## src/sv/icl_pkg.sv

```systemverilog
// icl_pkg: constants, codes and shared types of the indexed colour map lookup
// no dependencies; imported by the divider and the top level
`timescale 1ns / 1ps

package icl_pkg;

  localparam int NUM_STOPS     = 8;
  localparam int STOP_AW       = $clog2(NUM_STOPS);
  localparam int NUM_OVR       = 16;
  localparam int OVR_AW        = $clog2(NUM_OVR);
  localparam int GAMMA_ENTRIES = 1024;
  localparam int GAMMA_AW      = $clog2(GAMMA_ENTRIES);
  localparam int FRAC_BITS     = 16;

  localparam logic [FRAC_BITS:0] FRAC_ONE = {1'b1, {FRAC_BITS{1'b0}}};

  // item modes
  localparam logic [2:0] MODE_LOOKUP  = 3'd0;
  localparam logic [2:0] MODE_STOP    = 3'd1;
  localparam logic [2:0] MODE_OVR_SET = 3'd2;
  localparam logic [2:0] MODE_OVR_DEL = 3'd3;
  localparam logic [2:0] MODE_GAMMA   = 3'd4;

  // result status
  localparam logic [1:0] ST_OK     = 2'd0;
  localparam logic [1:0] ST_FULL   = 2'd1;
  localparam logic [1:0] ST_BADARG = 2'd2;

  // configuration register indexes
  localparam logic [2:0] REG_START   = 3'd0;
  localparam logic [2:0] REG_END     = 3'd1;
  localparam logic [2:0] REG_SRGB    = 3'd2;
  localparam logic [2:0] REG_ERGB    = 3'd3;
  localparam logic [2:0] REG_MONO    = 3'd4;
  localparam logic [2:0] REG_NSTOPS  = 3'd5;
  localparam logic [2:0] REG_GAMMA   = 3'd6;
  localparam logic [2:0] REG_MARKERS = 3'd7;

  localparam logic [23:0] RGB_BLUE  = 24'h0000FF;
  localparam logic [23:0] RGB_RED   = 24'hFF0000;
  localparam logic [23:0] RGB_WHITE = 24'hFFFFFF;

  typedef struct packed {
    logic               start;
    logic signed [19:0] num;
    logic signed [19:0] den;
  } div_req_t;

  typedef struct packed {
    logic               done;
    logic [FRAC_BITS:0] quot;
  } div_rsp_t;

endpackage

```

## src/sv/icl_div.sv

```systemverilog
// icl_div: ratio unit, num/den clipped to [0,1] in unsigned Q1.16, one bit a cycle
// depends on icl_pkg
`timescale 1ns / 1ps

module icl_div import icl_pkg::*; (
  input  logic     clk_i,
  input  logic     rst_ni,
  input  div_req_t req_i,
  output div_rsp_t rsp_o
);

  logic               busy_q, done_q;
  logic [4:0]         cnt_q;
  logic [19:0]        rem_q, den_q;
  logic [FRAC_BITS:0] quot_q;
  logic signed [19:0] nn, dd;
  logic [20:0]        r2, diff;
  logic               ge;

  always_comb begin
    if (req_i.den < 0) begin
      nn = -req_i.num;
      dd = -req_i.den;
    end else begin
      nn = req_i.num;
      dd = req_i.den;
    end
    r2   = {rem_q, 1'b0};
    ge   = r2 >= {1'b0, den_q};
    diff = r2 - {1'b0, den_q};
  end

  always_ff @(posedge clk_i or negedge rst_ni) begin
    if (!rst_ni) begin
      busy_q <= 1'b0;
      done_q <= 1'b0;
      cnt_q  <= '0;
      rem_q  <= '0;
      den_q  <= '0;
      quot_q <= '0;
    end else begin
      done_q <= 1'b0;
      if (req_i.start) begin
        if (dd == 0) begin
          quot_q <= (nn > 0) ? FRAC_ONE : '0;
          done_q <= 1'b1;
        end else if (nn <= 0) begin
          quot_q <= '0;
          done_q <= 1'b1;
        end else if (nn >= dd) begin
          quot_q <= FRAC_ONE;
          done_q <= 1'b1;
        end else begin
          busy_q <= 1'b1;
          rem_q  <= nn;
          den_q  <= dd;
          quot_q <= '0;
          cnt_q  <= 5'(FRAC_BITS);
        end
      end else if (busy_q) begin
        rem_q  <= ge ? diff[19:0] : r2[19:0];
        quot_q <= {quot_q[FRAC_BITS-1:0], ge};
        cnt_q  <= cnt_q - 5'd1;
        if (cnt_q == 5'd1) begin
          busy_q <= 1'b0;
          done_q <= 1'b1;
        end
      end
    end
  end

  assign rsp_o.done = done_q;
  assign rsp_o.quot = quot_q;

endmodule

```

## config.mk

```make
export PLATFORM = sky130hd
export DESIGN_NAME = icl_div
export DESIGN_NICKNAME = d
export VERILOG_FILES = /design/src/sv/icl_pkg.sv /design/src/sv/icl_div.sv
export SDC_FILE = /design/constraint.sdc
export NUM_CORES = 1
export LEC_CHECK = 0
export BUFFER_PORTS_ARGS = -buffer_cell sky130_fd_sc_hd__buf_2
export CORE_ASPECT_RATIO = 1.25
export CORE_MARGIN = 2
export CORE_UTILIZATION = 60
export CTS_CLUSTER_DIAMETER = 100
export DETAILED_ROUTE_END_ITERATION = 7
export PLACE_DENSITY = 0.81
export SKIP_CTS_REPAIR_TIMING = 1
export SYNTH_ARGS = -nofsm -noshare
export SYNTH_HDL_FRONTEND = slang
export SYNTH_SLANG_ARGS = --single-unit
```

## constraint.sdc

```tcl
create_clock -name clk_i -period 8.35 [get_ports clk_i]
set_clock_uncertainty 0.05 [all_clocks]
set_input_delay 2.0875 -clock clk_i [delete_from_list [all_inputs] [get_ports clk_i]]
set_output_delay 2.0875 -clock clk_i [all_outputs]
set_load 0.05 [all_outputs]
```

==> impl_metrics.csv, run 1 <==
group,metric,value,unit
drt,wl_per_cell,17.6,um
cells_and_area,post-route-util,67.9,%
floorplanning,rows,39,
critical_path,cpMostUsedCell,"ha_1",
global_routing,antenna_found_initial,0,
cells_and_area,drive_gt1_share,13.9,%
synthesis,synth_cell_type_count,59,
synthesis,yosysSeqAreaShare,29.2,%
global_routing,overflow,0,
cells_and_area,final-seq-area,1600,um2
synthesis,synth_nets,728,
clock_tree,root_buffer,"clkbuf_16",
drt,via_per_inst,6.26,
timing,max_freq,0.147,GHz
synthesis,synthTopCellsByArea,"dfrtp_1, ha_1, mux2i_1",
cells_and_area,antenna-diode-count,0,
synthesis,yosys.area.top_type,"dfrtp_1",
clock_tree,cts_tree,"built",
global_routing,grt_usage,30.2,%
drt,drc,0,
clock_tree,insertion_delay,0.33,ns
synthesis,yosysMostFrequentCell,"nor2_1",
cells_and_area,fin_area,6130,um2
floorplanning,die_w,89.5,um
timing,rsz0062_at_grt,"false",
min_path,hp-start,"quot_q[16]",
timing,finalCritPeriodShare,81.2,%
run_status,status,"finished, final reports clean",
floorplanning,die_h,111,um
timing,setup_tns,0,ns
timing,min_period,6.78,ns
timing,fin_ws,1.57,ns
drt,met2WireLength,6880,um
critical_path,startpoint_type,"input pin",
power_and_ir_drop,power.density,353,nW/um2
critical_path,slowest_stage,"buf_4",
clock_tree,clockBufferDepth,2,
critical_path,crit_path_end_kind,"register",
critical_path,cp_max_fo,73,
global_routing,grt_pass1_wl,23900,um
power_and_ir_drop,power.total,2.16,mW
cells_and_area,multiInputGateArea,3590,um2
synthesis,syn_inst,638,
timing,holdWs,0.484,ns
placement,post-dp-hpwl,10500,um
timing,hold_viol_final,0,
placement,place_ws,1.40,ns
synthesis,syn_area,5490,um2
power_and_ir_drop,p_leak,2.83,nW
synthesis,yosysWarnings,0,
critical_path,cp_top_family,"simple AND/OR/NAND/NOR gates",
drt,met1Wirelength,6110,um
drt,wl,14100,um
cells_and_area,fin_nets,767,
critical_path,cp_data_arrival_time,6.96,ns
critical_path,crit_chain,"buf_2 -> inv_1 -> ha_1 -> or3b_2 -> nor4_1 -> nand2b_1 -> xor2_1 -> ha_1 -> nand4_1 -> nor3_1 -> a221o_1 -> o41ai_1 -> o211ai_1 -> a21oi_1 -> nor3b_2 -> buf_4 -> mux2i_1 -> a211oi_1",
critical_path,worstSetupStartpoint,"req_i[0]",
critical_path,critPathRequiredTime,8.53,ns
cells_and_area,nFillCells,696,
clock_tree,clock_sinks,64,
critical_path,crit_type,"input pin to register",
synthesis,synth_ff_type,"dfrtp_1",
clock_tree,cts_buffers,9,
global_routing,grt_pass1_vias,4863,
floorplanning,dieArea,9930,um2
synthesis,ys_top_cells_by_count,"nor2_1, dfrtp_1, a21oi_1, ha_1, mux2i_1",
cells_and_area,fin_cells,805,
critical_path,worst-path-buf-inv,3,
clock_tree,clk_pin_slew,0.05,ns
timing,slew_viol_final,0,
drt,top_layer_used,"met4",
drt,route.met3.wl,696,um
flow_run,drv_cap,0,
floorplanning,core_region_area,9030,um2
drt,ant_nets,0,
timing,worst_pin_slew,1.04,ns
placement,portBuffers,60,
timing,finalSetupViolCount,0,
synthesis,yosysTopAreaCellShare,29.2,%
floorplanning,ios,61,
critical_path,critical-path-max-stage-delay,0.62,ns
placement,gp_congestion,0.952,
placement,dpl.cell_count,789,
drt,via_count,5042,
min_path,hold_class,"register to register",
drt,dr.first_iter.drc_count,395,
synthesis,synth_edf_count,0,
synthesis,ys_async_sr_fraction,100,%
power_and_ir_drop,vdd_drop_max,0.132,mV
drt,drtPass1Iterations,5,
timing,worst_slew_margin_rel,30.4,%
critical_path,r2r_start,"rem_q[7]",
clock_tree,cts_max_level,3,
synthesis,ys_ff_latch,64,
global_routing,grt_start_max_net_pins,74,
floorplanning,initial_utilization,60.8,%
cells_and_area,syn2layout_area_growth,11.7,%
placement,place_area,5800,um2
synthesis,avgSynthCellArea,8.60,um2
-- logic make-up after synthesis --
kind of cell             share of synthesized area, %
buffers and inverters                            5.52
AND/OR/NAND/NOR                                  18.6
adder cells (fa/ha/maj)                          10.9
XOR/XNOR                                         8.62
flip-flops                                       29.2
multiplexers                                     7.57
AO/OA/AOI/OAI                                    19.6
-- cell usage in the layout, fill, tap and decap left out, types with 4 or more instances in the layout --
master / instances
buf_2: 60
o21a_1: 4
nand2_1: 26
xor2_1: 19
ha_1: 46
dfrtp_1: 64
clkbuf_16: 9
a211oi_1: 9
o21ai_0: 26
mux2i_1: 37
a21o_1: 5
xnor2_1: 35
nand4_1: 12
nor4b_1: 4
nor4_1: 10
buf_4: 4
mux2_2: 4
or4_1: 8
o211ai_1: 4
nor2_1: 72
nor3_1: 18
o41ai_1: 5
nand3_1: 9
a21oi_1: 55
a221o_1: 13
or2_2: 4
o31ai_1: 10
nand2b_1: 14
nor2b_1: 6
inv_1: 34
-- worst paths after layout --
check / slack [ns] / cells after the start / end
min reg2reg: 0.48 / 1 / quot_q[16]
min in group asynchronous: 1.89 / 2 / den_q[0]
max in group asynchronous: 5.80 / 2 / cnt_q[3]
min: 0.48 / 1 / quot_q[16]
max: 1.57 / 18 / rem_q[1]
max reg2reg: 4.82 / 10 / rem_q[7]
-- power breakdown --
part / leakage (nW) / internal (mW) / switching (mW)
sequential: 0.776 / 0.420 / 0.0944
combinational: 1.90 / 0.532 / 0.716
clock: 0.152 / 0.269 / 0.135
-- layout make-up --
cell class	count	share of cell area, %
Clock buffer	11	3.96
Clock inverter	5	1.31
Inverter	34	2.08
Multi-Input combinational cell	504	58.6
Sequential cell	64	26.1
Tap cell	123	2.51
Timing Repair Buffer	64	5.39
-- state kept, by name, indices dropped and copies added, names as in the netlist --
signal,flops
den_q,20
rem_q,20
cnt_q,5
busy_q,1
quot_q,17
done_q,1
-- metal layers --
| layer | GRT usage [%] | up-vias |
|---|---|---|
| met5 | 0 | - |
| met1 | 42.0 | 2414 |
| li1 | - | 2419 |
| met2 | 46.5 | 179 |
| met3 | 4.69 | 30 |
| met4 | 12.3 | 0 |
Power figures use the tool's default switching activity.
==> run 2: changes to the inputs <==
- clock period: 8.35 -> 6.61 ns (I/O delays scaled with it)
==> run 2 against run 1 <==
Net effect: non-clock buffer count up 1; final cell count rose by 0.12%; via count grew 0.50%; die area is the same; first-iteration DRC count grew 14%; combinational power up 26%; core utilization up 0.32 points; clock power is 29% higher; worst hold slack got worse by 0.029 ns; sequential share of layout area shrank 0.12 points; count of clock-buffer cells in the layout down 1; critical path depth unchanged.
==> impl_metrics.csv, run 2 (same netlist as run 1, synthesis figures left out) <==
group,metric,value,unit
placement,place_area,5820,um2
critical_path,critPathRequiredTime,6.77,ns
floorplanning,initial_utilization,60.8,%
global_routing,grt_start_max_net_pins,65,
clock_tree,root_buffer,"clkbuf_16",
floorplanning,core_region_area,9030,um2
drt,wl,14100,um
drt,drc,0,
floorplanning,die_h,111,um
timing,rsz0062_at_grt,"false",
global_routing,grt_usage,29.6,%
critical_path,startpoint_type,"input pin",
power_and_ir_drop,p_leak,2.84,nW
drt,drtPass1Iterations,6,
drt,via_count,5067,
cells_and_area,post-route-util,68.2,%
global_routing,overflow,0,
flow_run,drv_cap,0,
placement,gp_congestion,0.959,
timing,finalCritPeriodShare,94.2,%
clock_tree,cts_max_level,3,
timing,worst_slew_margin_rel,45.9,%
min_path,whs_endpoint,"quot_q[16]",
critical_path,r2r_end,"rem_q[7]",
drt,dr.first_iter.drc_count,450,
critical_path,reg2reg_depth,10,
placement,post-dp-hpwl,10600,um
drt,ant_nets,0,
critical_path,cp_data_arrival_time,6.39,ns
run_status,status,"finished, final reports clean",
clock_tree,clk_pin_slew,0.06,ns
placement,dpl.cell_count,790,
cells_and_area,fin_cells,806,
min_path,hold_class,"register to register",
critical_path,cp_max_fo,53,
critical_path,crit_type,"input pin to register",
min_path,hold_depth,1,
timing,max_freq,0.161,GHz
timing,hold_viol_final,0,
power_and_ir_drop,vdd_drop_max,0.193,mV
cells_and_area,antenna-diode-count,0,
cells_and_area,final_common_cell,"nor2_1",
min_path,hp-start,"quot_q[16]",
power_and_ir_drop,power.total,2.75,mW
global_routing,antenna_found_initial,0,
cells_and_area,drive_gt1_share,14.2,%
clock_tree,clockBufferDepth,2,
timing,setup_tns,0,ns
timing,finalSetupViolCount,0,
clock_tree,insertion_delay,0.33,ns
timing,worst_pin_slew,0.812,ns
floorplanning,ios,61,
cells_and_area,final_cell_mix,"nor2_1, dfrtp_1, buf_2",
timing,slew_viol_final,0,
drt,wl_per_cell,17.5,um
timing,holdWs,0.454,ns
cells_and_area,syn2layout_area_growth,12.2,%
floorplanning,dieArea,9930,um2
timing,min_period,6.23,ns
drt,via_per_inst,6.29,
placement,place_ws,0.312,ns
placement,portBuffers,60,
cells_and_area,fin_nets,768,
floorplanning,rows,39,
cells_and_area,fin_area,6160,um2
cells_and_area,largest_registers,"den_q (20), rem_q (20), quot_q (17)",
global_routing,grt_pass1_vias,4787,
critical_path,regToRegSetupSlack,3.27,ns
floorplanning,die_w,89.5,um
clock_tree,cts_buffers,9,
clock_tree,cts_tree,"built",
critical_path,crit_path_end_kind,"register",
timing,fin_ws,0.383,ns
clock_tree,clock_sinks,64,
global_routing,grt_pass1_wl,23200,um
critical_path,r2r_start,"rem_q[1]",
power_and_ir_drop,power.density,446,nW/um2
==> run 2: cell count changes in the layout (fill, tap and decap cells not counted) <==
cell and change:
buf_12 +1, clkinv_4 +2, clkbuf_1 -1, clkinv_2 -1
==> run 2: worst max-delay path by stage <==
stage / from / end / cells after the start
5_1_grt: req_i[0] / rem_q[14] / 18
2_1_floorplan: req_i[0] / rem_q[14] / 18
3_5_place_dp: req_i[0] / rem_q[15] / 18
3_3_place_gp: req_i[0] / rem_q[7] / 17
4_1_cts: req_i[0] / rem_q[14] / 18
6_report: req_i[0] / rem_q[14] / 18
==> run 2: layer usage <==
layer	up-vias	share of wire [%]	GRT usage, %
li1	2414	-	-
met1	2387	43	40.5
met2	227	48	46.2
met3	39	5.6	4.91
met4	0	3.6	11.7
met5	-	0	0
==> run 2: report_power, final <==
part | switching, mW | total [mW] | internal [mW]
Clock | 0.181 | 0.523 | 0.341
Sequential | 0.119 | 0.649 | 0.530
Combinational | 0.904 | 1.58 | 0.673
Total | 1.20 | 2.75 | 1.54
==> run 2: area by class of cell <==
cell class,count,area [um2]
clock buffer,10,239
clock inverter,6,92.6
fill,682,2870
inverter,34,128
multi-input combinational,504,3590
sequential,64,1600
tap,123,154
timing repair buffer,65,350
==> run 2: critical path, cell delays in order <==
cell and delay [ns]:
buf_2 0.13, inv_1 0.08, ha_1 0.24, or3b_2 0.53
nor3_1 0.47, a21oi_1 0.16, xnor2_1 0.28, ha_1 0.31
a21oi_1 0.22, nand2_1 0.09, a221o_1 0.36, o41ai_1 0.37
o211ai_1 0.16, a21oi_1 0.21, nor3b_2 0.37, buf_12 0.28
mux2i_1 0.15, a221oi_1 0.32
